==> src/hw/rtl/cvft_pkg.sv <==
`timescale 1ns / 1ps

package cvft_pkg;

   // table geometry
   localparam int ENTRIES = 16;
   localparam int MAX_OUT = 16;
   localparam int IDX_W   = (ENTRIES > 1) ? $clog2(ENTRIES) : 1;
   localparam int CNT_W   = $clog2(ENTRIES + 1);
   localparam int MSG_W   = $clog2(MAX_OUT + 1);

   // stream widths
   localparam int REQ_DATA_W = 48;
   localparam int REQ_USER_W = 2;
   localparam int RSP_DATA_W = 24;
   localparam int RSP_USER_W = 2;

   localparam logic [7:0] NO_VALUE = 8'hFF;

   typedef enum logic [1:0] {
      FUNC_TICK   = 2'd0,
      FUNC_FADE   = 2'd1,
      FUNC_CANCEL = 2'd2,
      FUNC_QUERY  = 2'd3
   } func_type;

   typedef enum logic [1:0] {
      KIND_ACK   = 2'd0,
      KIND_MSG   = 2'd1,
      KIND_REPLY = 2'd2
   } kind_type;

   // one stored fade entry
   typedef struct packed {
      logic [3:0]  channel;
      logic [6:0]  controller;
      logic [7:0]  current;
      logic [7:0]  goal;
      logic [15:0] rate;
      logic [15:0] count;
   } entry_type;

endpackage

==> src/hw/rtl/controller_value_fade_table.sv <==
`timescale 1ns / 1ps

// Controller value fade table. Holds up to ENTRIES fades, each keyed by a
// channel and controller number, in one single-port-write memory with a
// registered read; only the per-entry active bits live in flip-flops. Every
// request (tick, fade, cancel, query) walks the whole table once, one entry
// per cycle, with the read of the next entry overlapping the update of the
// current one. On a tick that emits several controller messages the walk
// pauses while the response register is still occupied. A tick returns one
// controller message per stepped entry (at most MAX_OUT, the last one
// flagged by rsp_tlast) or a single acknowledgement; fade and cancel return
// one acknowledgement, query one reply carrying the current value or 0xFF.
// rsp_tuser carries the result kind: 0 ack, 1 controller message, 2 reply.
// The next request is taken while the final result of the previous one is
// still waiting in the response register.

module controller_value_fade_table (
   input  logic                              clock,
   input  logic                              reset,
   // request stream
   input  logic                              req_tvalid,
   output logic                              req_tready,
   // [3:0] channel, [10:4] cc, [18:11] target, [34:19] step_ticks,
   // [42:35] start_value, [47:43] zero
   input  logic [cvft_pkg::REQ_DATA_W-1:0]   req_tdata,
   // [1:0] func
   input  logic [cvft_pkg::REQ_USER_W-1:0]   req_tuser,
   // response stream
   output logic                              rsp_tvalid,
   input  logic                              rsp_tready,
   // [3:0] msg_channel, [10:4] msg_cc, [18:11] value, [19] queue_full,
   // [23:20] zero
   output logic [cvft_pkg::RSP_DATA_W-1:0]   rsp_tdata,
   // [1:0] kind
   output logic [cvft_pkg::RSP_USER_W-1:0]   rsp_tuser,
   output logic                              rsp_tlast
);

   import cvft_pkg::*;

   typedef enum logic [2:0] {
      ST_IDLE = 3'b001,
      ST_SCAN = 3'b010,
      ST_DONE = 3'b100
   } state_type;

   // control state
   state_type            state_ff, state_in;
   logic [CNT_W-1:0]     rd_cnt_ff, rd_cnt_in;
   logic                 pv_ff, pv_in;
   logic [IDX_W-1:0]     p_idx_ff, p_idx_in;
   logic [ENTRIES-1:0]   slot_active_ff, slot_active_in;
   logic [MSG_W-1:0]     msg_cnt_ff, msg_cnt_in;
   logic                 pend_valid_ff, pend_valid_in;
   logic                 hit_ff, hit_in;
   logic                 rsp_valid_ff, rsp_valid_in;

   // request latched for the walk
   func_type             op_func_ff, op_func_in;
   logic [3:0]           op_ch_ff, op_ch_in;
   logic [6:0]           op_cc_ff, op_cc_in;
   logic [7:0]           op_tgt_ff, op_tgt_in;
   logic [15:0]          op_rate_ff, op_rate_in;
   logic [7:0]           op_start_ff, op_start_in;

   // lookup result
   logic [IDX_W-1:0]     hit_idx_ff, hit_idx_in;
   logic [7:0]           hit_cur_ff, hit_cur_in;

   // held controller message, sent once the next one or the walk end shows
   // whether it is the last
   logic [3:0]           pend_ch_ff, pend_ch_in;
   logic [6:0]           pend_cc_ff, pend_cc_in;
   logic [7:0]           pend_val_ff, pend_val_in;

   // response register
   kind_type             rsp_kind_ff, rsp_kind_in;
   logic [3:0]           rsp_ch_ff, rsp_ch_in;
   logic [6:0]           rsp_cc_ff, rsp_cc_in;
   logic [7:0]           rsp_val_ff, rsp_val_in;
   logic                 rsp_full_ff, rsp_full_in;
   logic                 rsp_last_ff, rsp_last_in;

   // entry memory
   entry_type            mem [ENTRIES];
   entry_type            rd_q;
   logic                 rd_en;
   logic [IDX_W-1:0]     rd_addr;
   logic                 mem_we;
   logic [IDX_W-1:0]     mem_wa;
   entry_type            mem_wd;

   // walk datapath
   logic                 accept;
   logic                 out_free;
   logic                 is_tick;
   logic                 p_active;
   logic [15:0]          cnt_inc;
   logic                 at_goal;
   logic                 step_now;
   logic                 emit_now;
   logic                 stall;
   logic [7:0]           stepped;
   logic                 key_match;
   logic                 free_found;
   logic [IDX_W-1:0]     free_idx;

   always_ff @(posedge clock) begin
      if (mem_we) begin
         mem[mem_wa] <= mem_wd;
      end
      if (rd_en) begin
         rd_q <= mem[rd_addr];
      end
   end

   assign accept   = req_tvalid && req_tready;
   assign out_free = !rsp_valid_ff || rsp_tready;

   // per-entry tick arithmetic on the entry just read
   assign is_tick   = (op_func_ff == FUNC_TICK);
   assign p_active  = slot_active_ff[p_idx_ff];
   assign cnt_inc   = rd_q.count + 16'd1;
   assign at_goal   = (rd_q.current == rd_q.goal);
   assign step_now  = pv_ff && is_tick && p_active && !at_goal && !(cnt_inc < rd_q.rate);
   assign emit_now  = step_now && (msg_cnt_ff < MSG_W'(MAX_OUT));
   assign stall     = emit_now && pend_valid_ff && !out_free;
   assign stepped   = (rd_q.current < rd_q.goal) ? rd_q.current + 8'd1
                                                 : rd_q.current - 8'd1;
   assign key_match = pv_ff && p_active && (rd_q.channel == op_ch_ff)
                      && (rd_q.controller == op_cc_ff);

   // lowest free entry
   always_comb begin
      free_found = 1'b0;
      free_idx   = '0;
      for (int i = ENTRIES - 1; i >= 0; i--) begin
         if (!slot_active_ff[i]) begin
            free_found = 1'b1;
            free_idx   = IDX_W'(i);
         end
      end
   end

   always_comb begin
      state_in       = state_ff;
      rd_cnt_in      = rd_cnt_ff;
      pv_in          = pv_ff;
      p_idx_in       = p_idx_ff;
      slot_active_in = slot_active_ff;
      msg_cnt_in     = msg_cnt_ff;
      pend_valid_in  = pend_valid_ff;
      hit_in         = hit_ff;
      rsp_valid_in   = rsp_valid_ff;
      op_func_in     = op_func_ff;
      op_ch_in       = op_ch_ff;
      op_cc_in       = op_cc_ff;
      op_tgt_in      = op_tgt_ff;
      op_rate_in     = op_rate_ff;
      op_start_in    = op_start_ff;
      hit_idx_in     = hit_idx_ff;
      hit_cur_in     = hit_cur_ff;
      pend_ch_in     = pend_ch_ff;
      pend_cc_in     = pend_cc_ff;
      pend_val_in    = pend_val_ff;
      rsp_kind_in    = rsp_kind_ff;
      rsp_ch_in      = rsp_ch_ff;
      rsp_cc_in      = rsp_cc_ff;
      rsp_val_in     = rsp_val_ff;
      rsp_full_in    = rsp_full_ff;
      rsp_last_in    = rsp_last_ff;
      rd_en          = 1'b0;
      rd_addr        = '0;
      mem_we         = 1'b0;
      mem_wa         = p_idx_ff;
      mem_wd         = rd_q;

      // response taken downstream
      if (rsp_valid_ff && rsp_tready) begin
         rsp_valid_in = 1'b0;
      end

      case (state_ff)
         ST_IDLE: begin
            if (accept) begin
               op_func_in    = func_type'(req_tuser[1:0]);
               op_ch_in      = req_tdata[3:0];
               op_cc_in      = req_tdata[10:4];
               op_tgt_in     = req_tdata[18:11];
               op_rate_in    = req_tdata[34:19];
               op_start_in   = req_tdata[42:35];
               msg_cnt_in    = '0;
               pend_valid_in = 1'b0;
               hit_in        = 1'b0;
               // first read goes out with the request
               rd_en         = 1'b1;
               rd_addr       = '0;
               rd_cnt_in     = CNT_W'(1);
               pv_in         = 1'b1;
               p_idx_in      = '0;
               state_in      = ST_SCAN;
            end
         end

         ST_SCAN: begin
            if (!stall) begin
               if (pv_ff && is_tick && p_active) begin
                  if (at_goal) begin
                     // fade finished, free the entry
                     slot_active_in[p_idx_ff] = 1'b0;
                  end else begin
                     mem_we = 1'b1;
                     if (step_now) begin
                        mem_wd.count   = '0;
                        mem_wd.current = stepped;
                     end else begin
                        mem_wd.count   = cnt_inc;
                     end
                  end
               end
               if (emit_now) begin
                  if (pend_valid_ff) begin
                     rsp_valid_in = 1'b1;
                     rsp_kind_in  = KIND_MSG;
                     rsp_ch_in    = pend_ch_ff;
                     rsp_cc_in    = pend_cc_ff;
                     rsp_val_in   = pend_val_ff;
                     rsp_full_in  = 1'b0;
                     rsp_last_in  = 1'b0;
                  end
                  pend_valid_in = 1'b1;
                  pend_ch_in    = rd_q.channel;
                  pend_cc_in    = rd_q.controller;
                  pend_val_in   = stepped;
                  msg_cnt_in    = msg_cnt_ff + MSG_W'(1);
               end
               // first matching active entry for fade, cancel and query
               if (!is_tick && key_match && !hit_ff) begin
                  hit_in     = 1'b1;
                  hit_idx_in = p_idx_ff;
                  hit_cur_in = rd_q.current;
               end
               if (rd_cnt_ff < CNT_W'(ENTRIES)) begin
                  rd_en     = 1'b1;
                  rd_addr   = rd_cnt_ff[IDX_W-1:0];
                  rd_cnt_in = rd_cnt_ff + CNT_W'(1);
                  pv_in     = 1'b1;
                  p_idx_in  = rd_cnt_ff[IDX_W-1:0];
               end else begin
                  pv_in    = 1'b0;
                  state_in = ST_DONE;
               end
            end
         end

         ST_DONE: begin
            if (out_free) begin
               rsp_valid_in  = 1'b1;
               rsp_kind_in   = KIND_ACK;
               rsp_ch_in     = '0;
               rsp_cc_in     = '0;
               rsp_val_in    = '0;
               rsp_full_in   = 1'b0;
               rsp_last_in   = 1'b1;
               pend_valid_in = 1'b0;
               state_in      = ST_IDLE;
               case (op_func_ff)
                  FUNC_TICK: begin
                     if (pend_valid_ff) begin
                        rsp_kind_in = KIND_MSG;
                        rsp_ch_in   = pend_ch_ff;
                        rsp_cc_in   = pend_cc_ff;
                        rsp_val_in  = pend_val_ff;
                     end
                  end
                  FUNC_FADE: begin
                     mem_wd.channel    = op_ch_ff;
                     mem_wd.controller = op_cc_ff;
                     mem_wd.goal       = op_tgt_ff;
                     mem_wd.rate       = op_rate_ff;
                     mem_wd.count      = '0;
                     if (hit_ff) begin
                        // refade keeps the present value
                        mem_we         = 1'b1;
                        mem_wa         = hit_idx_ff;
                        mem_wd.current = hit_cur_ff;
                     end else if (free_found) begin
                        mem_we         = 1'b1;
                        mem_wa         = free_idx;
                        mem_wd.current = (op_start_ff != NO_VALUE) ? op_start_ff : 8'd0;
                        slot_active_in[free_idx] = 1'b1;
                     end else begin
                        rsp_full_in = 1'b1;
                     end
                  end
                  FUNC_CANCEL: begin
                     if (hit_ff) begin
                        slot_active_in[hit_idx_ff] = 1'b0;
                     end
                  end
                  FUNC_QUERY: begin
                     rsp_kind_in = KIND_REPLY;
                     rsp_val_in  = hit_ff ? hit_cur_ff : NO_VALUE;
                  end
                  default: begin
                     rsp_kind_in = KIND_ACK;
                  end
               endcase
            end
         end

         default: begin
            state_in = ST_IDLE;
         end
      endcase
   end

   always_ff @(posedge clock) begin
      if (reset) begin
         state_ff       <= ST_IDLE;
         rd_cnt_ff      <= '0;
         pv_ff          <= 1'b0;
         p_idx_ff       <= '0;
         slot_active_ff <= '0;
         msg_cnt_ff     <= '0;
         pend_valid_ff  <= 1'b0;
         hit_ff         <= 1'b0;
         rsp_valid_ff   <= 1'b0;
      end else begin
         state_ff       <= state_in;
         rd_cnt_ff      <= rd_cnt_in;
         pv_ff          <= pv_in;
         p_idx_ff       <= p_idx_in;
         slot_active_ff <= slot_active_in;
         msg_cnt_ff     <= msg_cnt_in;
         pend_valid_ff  <= pend_valid_in;
         hit_ff         <= hit_in;
         rsp_valid_ff   <= rsp_valid_in;
      end
   end

   // payload registers
   always_ff @(posedge clock) begin
      op_func_ff  <= op_func_in;
      op_ch_ff    <= op_ch_in;
      op_cc_ff    <= op_cc_in;
      op_tgt_ff   <= op_tgt_in;
      op_rate_ff  <= op_rate_in;
      op_start_ff <= op_start_in;
      hit_idx_ff  <= hit_idx_in;
      hit_cur_ff  <= hit_cur_in;
      pend_ch_ff  <= pend_ch_in;
      pend_cc_ff  <= pend_cc_in;
      pend_val_ff <= pend_val_in;
      rsp_kind_ff <= rsp_kind_in;
      rsp_ch_ff   <= rsp_ch_in;
      rsp_cc_ff   <= rsp_cc_in;
      rsp_val_ff  <= rsp_val_in;
      rsp_full_ff <= rsp_full_in;
      rsp_last_ff <= rsp_last_in;
   end

   // ports
   assign req_tready = (state_ff == ST_IDLE);
   assign rsp_tvalid = rsp_valid_ff;
   assign rsp_tdata  = {4'b0000, rsp_full_ff, rsp_val_ff, rsp_cc_ff, rsp_ch_ff};
   assign rsp_tuser  = rsp_kind_ff;
   assign rsp_tlast  = rsp_last_ff;

endmodule

==> config.mk <==
export PLATFORM = sky130hd
export DESIGN_NAME = controller_value_fade_table
export DESIGN_NICKNAME = d
export VERILOG_FILES = /design/src/hw/rtl/cvft_pkg.sv /design/src/hw/rtl/controller_value_fade_table.sv
export SDC_FILE = /design/constraint.sdc
export NUM_CORES = 2
export LEC_CHECK = 0
export ABC_AREA = 1
export BUFFER_PORTS_ARGS = -buffer_cell sky130_fd_sc_hd__buf_2
export CAP_MARGIN = 20
export CORE_ASPECT_RATIO = 1.75
export CORE_UTILIZATION = 40
export DETAILED_ROUTE_END_ITERATION = 12
export PLACE_DENSITY = 0.63
export SETUP_SLACK_MARGIN = 0.05
export SYNTH_ARGS = -nofsm -noshare
export SYNTH_HDL_FRONTEND = slang
export SYNTH_SLANG_ARGS = --single-unit
==> constraint.sdc <==
create_clock -name clock -period 17.1 [get_ports clock]
set_clock_uncertainty 0.1 [all_clocks]
set_input_delay 1.71 -clock clock [delete_from_list [all_inputs] [get_ports clock]]
set_output_delay 1.71 -clock clock [all_outputs]
set_load 0.005 [all_outputs]
* After elaboration in Yosys (flattened, before gate mapping)
Memories as Yosys holds them, arrays and structs flattened. A register that Yosys moved wholly into a read port is not among the register bits.
Cells that the tools add are included.
** Operators by class
- Reduce and logical (&&, ||, !) cells :: 39
- Bitwise gates (word level) :: 6
- Equality and inequality tests :: 24
- Multiplexer cells :: 162
- Order comparisons :: 10
- Divide/modulo/power cells :: 0
- Shifts and indexed selects :: 0
- $mul :: 0
- Add/subtract/negate cells :: 5
** Operator list (count)
- $mux 16 :: 11
- $mux 4 :: 33
- $mux 59 :: 2
- $mux 8 :: 14
- $pmux 16 s2 :: 3
- $mux 1 :: 54
- $pmux 8 s2 :: 3
- $mux 7 :: 6
- $and 16x16->16 :: 2
- $not 16->16 :: 2
- $mux 5 :: 6
- $mux 24 :: 1
- $pmux 5 s2 :: 2
- $ne 2x2->1 const B :: 9
- $logic_and 1x1->1 :: 17
- $add 16x1->16 const B :: 1
- $lt 16x16->1 :: 1
- $or 16x16->16 :: 1
- $pmux 4 s2 :: 2
- $reduce_and 4->1 :: 4
- $lt 4x5->1 const B :: 3
- $pmux 1 s2 :: 7
- $pmux 7 s2 :: 1
- $demux 1 s4 :: 3
- 35 further kinds :: 58
** Word-level totals
- ROM bits :: 0
- RAM bits :: 944
- Logic and storage cells :: 273
- Memories :: 1
- Output and inout bits :: 29
- Register bits after elaboration :: 136
- Latch bits :: 0
- Input bits :: 54
** Memories
- mem :: depth 16, bits a word 59, rd ports 1, clocked after memory_dff 1, wr ports 1, line controller_value_fade_table.sv:85 : entry_type mem [ENTRIES];

* Longest topological paths before layout
- Depth in word-level cells :: 26
- Gate-level depth with buffers :: 26
- Mapped depth without buffers :: 24

* Worst setup path after synthesis
OpenSTA, ideal clock, no wires.
- Kind :: register -> register
- Start :: reg, netlist name rd_q[2]
- End :: mem mem[12][0] in the netlist's numbering (enable)
- Cell stages (with the launch flop) :: 25
- Required time :: 16.524 ns
- Buffers on the path :: 1
- Library setup time :: 0.476 ns
- Clock period less this slack :: 6.335 ns
- Path slack :: 10.765 ns
- Data arrival time :: 5.759 ns
- Cells stage by stage :: edfxtp_1 > inv_1 > nor3_1 > nand2_1 > nor2_1 > nand2_1 > nor2_1 > nand2_1 > nor2_1 > xor2_1 > ha_1 > a21oi_1 > nor2_1 > nor2_1 > nand3_1 > a21oi_1 > nor2_2 > buf_4 > nand2_2 > nor2_2 > a21oi_2 > inv_1 > o22ai_2 > nand3_1 > nor2_1
** Between the ends
- Word-level cells in the longest chain between the ends :: 11
** RTL lines
- $add 16x1->16 :: line controller_value_fade_table.sv:123 : assign cnt_inc = rd_q.count + 16'd1;
- $lt 16x16->1 :: line controller_value_fade_table.sv:125 : assign step_now = pv_ff && is_tick && p_active && !at_goal && !(cnt_inc < rd_q.rate);
- $logic_not 1->1 :: line controller_value_fade_table.sv:125
- $logic_and 1x1->1 :: line controller_value_fade_table.sv:125
- $logic_and 1x1->1 :: line controller_value_fade_table.sv:126 : assign emit_now = step_now && (msg_cnt_ff < MSG_W'(MAX_OUT));
- $logic_and 1x1->1 (2 in series) :: line controller_value_fade_table.sv:127 : assign stall = emit_now && pend_valid_ff && !out_free;
- $mux 1 :: line controller_value_fade_table.sv:206 : if (!stall) begin
- $pmux 1 s2 :: line controller_value_fade_table.sv:183 : case (state_ff)
- $mux 1 :: line controller_value_fade_table.sv:109 : if (mem_we) begin
- $mux 1 (not written as such) :: line controller_value_fade_table.sv:110 : mem[mem_wa] <= mem_wd;
- end: declaration :: line controller_value_fade_table.sv:85
Every way passes these cells.

* Final worst setup path
- Start :: reg, netlist name rd_q[0]
- End :: reg, netlist name rd_q[20]
** Between the ends
- Word-level cells in the longest chain between the ends :: 9
- Elaborated cells on any way between the ends :: 11
- Those cells by class :: add/sub: 1; order compare: 1; mux: 4; reduce/logical: 5
** RTL lines (line)
- $add 16x1->16 (*) :: controller_value_fade_table.sv:123
- $lt 16x16->1 (*) :: controller_value_fade_table.sv:125
- $logic_not 1->1 (*) :: controller_value_fade_table.sv:125
- $logic_and 1x1->1 (*) :: controller_value_fade_table.sv:125
- $logic_and 1x1->1 (*) :: controller_value_fade_table.sv:126
- $logic_and 1x1->1 (*) (2 in series) :: controller_value_fade_table.sv:127
- $mux 1 / $mux 4 (equally long branches) :: controller_value_fade_table.sv:206
- $pmux 1 s2 / $mux 4 (equally long branches)
Every way passes the cells marked *; elsewhere a longest branch is shown, timed or not.
A chain may end at the register's enable or synchronous reset.

==> reports/metrics.yaml <==
routing:
  drc_errors: 0
  wl_mm: 141
  final_antenna_net_count: 0
  drt_iter0_markers: 3288
  avgRoutedWirePerCell_um: 20.8
  via_per_inst: 5.47
  vias: 37155
  drtPass1Iterations: 8
yosys:
  netlist_top_cells_count: "edfxtp_1 (1102), inv_1 (880), nand3_1 (750), nand2_1 (666), nand4_1 (492)"
  synth_seq_cells: 1139
  syn_area_sq_mm: 0.0526
  synth_top_flop_cell: "edfxtp_1"
  async_flop_share_pct: 0
  netlist_instances: 5080
  synth-seq-area-share_pct: 64.4
  yosysUniqueCellTypes: 50
  avgSynthCellArea_sq_um: 10.3
  synth_area_leaders: "edfxtp_1 (63%), nand3_1 (7.1%), inv_1 (6.3%), nand4_1 (5.9%), nand2_1 (4.8%)"
  ys_warn_count: 0
  synth_top_cell_by_area: "edfxtp_1"
  synth_edf_count: 1102
  synth_top_area_share_pct: 63.0
  yosysMostFrequentCell: "edfxtp_1"
floorplan:
  io_pins: 83
  core-area_sq_mm: 0.130
  die_w_um: 276
  initial_core_util_pct: 40.4
  rows: 175
  dieArea_sq_mm: 0.133
  chipHeight_um: 481
finish:
  fill_cells: 11889
  syn_to_final_growth_pct: 10.3
  drive_above_1_share_pct: 9.65
  fin_area_sq_mm: 0.0580
  final_nets: 5112
  multiInputGateArea_sq_mm: 0.0139
  final-seq-area_sq_mm: 0.0338
sta:
  rsz0062_at_grt: "no"
  finalSetupViolations: 0
  tns_ns: 0
  drv_slew: 0
  finalWorstSetupSlack_ns: 9.48
  finalCriticalPeriod_ns: 7.62
  finalHoldViolCount: 0
  worstMarginPinSlew_ns: 1.16
  slew_headroom_pct: 22.5
  whs_ns: 0.356
  fmax_mhz: 131
  finalCritPeriodShare_pct: 44.6
global_routing:
  grt_first_pass_wirelength_mm: 213
  grt-ovfl-total: 0
  grt_pass1_vias: 36309
  grt_use_total_pct: 21.1
  antenna_found_initial: 1
  grt_start_max_net_pins: 234
clock_tree:
  postCtsSetupBuffers: 0
  cts_tree: "built"
  post_cts_resized: 0
  clkSinkCount: 1139
  htree_levels: 3
  root_buffer: "clkbuf_16"
  cts.path.max_buffers: 3
  numCtsBuffers: 104
  hold_buffers: 0
  clock_latency_ns: 0.75
  path_clk_slew_ns: 0.07
worst_hold_path:
  whs_endpoint: "pend_ch_ff[1]"
  hp-start: "rd_q[56]"
  holdCritPathClass: "reg -> reg"
  whs_path_depth: 0
placement:
  placed_area_sq_mm: 0.0543
  io_buffers: 73
  dpl_worst_slack_ns: 9.60
  hpwl_mm: 72.5
  place_congestion: 0.906
critical_path:
  end_kind: "flop"
  crit_type: "reg -> reg"
  critical_path_arrival_ns: 8.00
  ff2ff_setup_slack_ns: 9.48
  cp.required_ns: 17.48
  crit_fanout: 84
  r2r-end: "rd_q[20]"
  r2r-start: "rd_q[0]"
  reg2regPathDepth: 22
  worst_setup_path_start_kind: "flop"
pwr:
  finalPower_uw: 5960
  total_leakage_power_uw: 0.0228
  powerDensity_mw_per_mm2: 103
  peakVddDrop_mv: 0.0834
run:
  max-cap-violations: 0
run_status:
  outcome: "finished clean"
==> flip-flops by register name, summed over array words and instances (netlist names), 7 cells and up <==
| signal | cells |
|---|---|
| pend_cc_ff | 7 |
| pend_val_ff | 8 |
| op_cc_ff | 7 |
| slot_active_ff | 16 |
| rsp_val_ff | 8 |
| hit_cur_ff | 8 |
| op_tgt_ff | 8 |
| mem | 944 |
| op_rate_ff | 16 |
| rd_q | 59 |
| rsp_cc_ff | 7 |
| op_start_ff | 8 |
==> critical path: stages, from the launching register on <==
cell and delay [ns]:
edfxtp_1 0.44, ha_1 0.24, nand3_1 0.13, nor2_1 0.20, nand4_1 0.23, nor3_1 0.40, nand2_1 0.16, o21ai_0 0.25
inv_1 0.07, ha_1 0.27, nand2_1 0.07, nor4_1 0.47, a21oi_1 0.26, nor2_2 0.61, nand4_1 0.43, nand3_4 0.62
buf_4 0.74, buf_4 0.92, nor2_1 0.08, nand2_1 0.09, nand3_1 0.09, nand3_1 0.17, nand2_1 0.10
==> area by class of cell <==
cell class | count | area share [%]
flip-flops and latches | 1139 | 58.4
multi-input cells | 2716 | 23.9
well taps | 1681 | 3.63
clock buffers | 120 | 4.59
diodes | 1 | 0.00432
inverters | 887 | 5.76
clock inverters | 74 | 1.68
repair buffers | 173 | 2.05
==> how the worst max path moves through the flow <==
stage / start / endpoint / depth (start not counted)
after floorplan: rd_q[2] / mem[12][0] / 24
after global placement: rd_q[0] / rd_q[20] / 22
after detailed placement: rd_q[0] / rd_q[20] / 22
after CTS: rd_q[0] / rd_q[20] / 22
after global routing: rd_q[0] / rd_q[20] / 22
final: rd_q[0] / rd_q[20] / 22
==> report_power, final <==
group,internal [uW],leakage [uW],switching (uW)
registers,3110,0.0103,20.3
logic,84.9,0.0108,245
clock network,1420,0.00176,1080
==> layout by cell type (no fill, tap or decap), types with 7 or more instances in the layout <==
cell type / n
clkinv_2: 15
buf_2: 73
inv_1: 878
o31ai_1: 7
ha_1: 36
nor2_4: 19
edfxtp_1: 1102
o21ai_0: 100
nor3_1: 15
clkinv_1: 24
a21oi_1: 99
o211ai_1: 10
or2_2: 121
buf_4: 95
dfxtp_1: 36
clkbuf_16: 104
xor2_1: 20
clkbuf_1: 16
nand2_1: 665
nand3_1: 750
nor2_1: 312
bufinv_16: 19
nand4_1: 492
==> layer usage <==
layer | up-vias | track usage, % | wire [um]
li1 | 17253 | - | -
met2 | 1457 | 37.0 | 71200
met4 | 0 | 10.6 | 6580
met5 | - | 0 | 0
met3 | 382 | 2.64 | 8960
met1 | 18063 | 25.3 | 54200
==> cells by family after synthesis <==
logic type      after synthesis  synth area share, %
buf+inv                    1228                 9.57
xor+xnor                     26                0.433
flops                      1139                 64.4
compound gates              254                 2.72
fa+ha+maj                    37                0.895
other cells                   1              0.00714
simple gates               2395                 22.0
==> stage by stage <==
step	std cells	util, %
after floorplan	5083	-
after global placement	6591	41.7
after detailed placement	6591	41.7
after CTS	6785	44.5
after global routing	6791	44.6
final	6791	44.6
(Power assumes the default switching activity.)
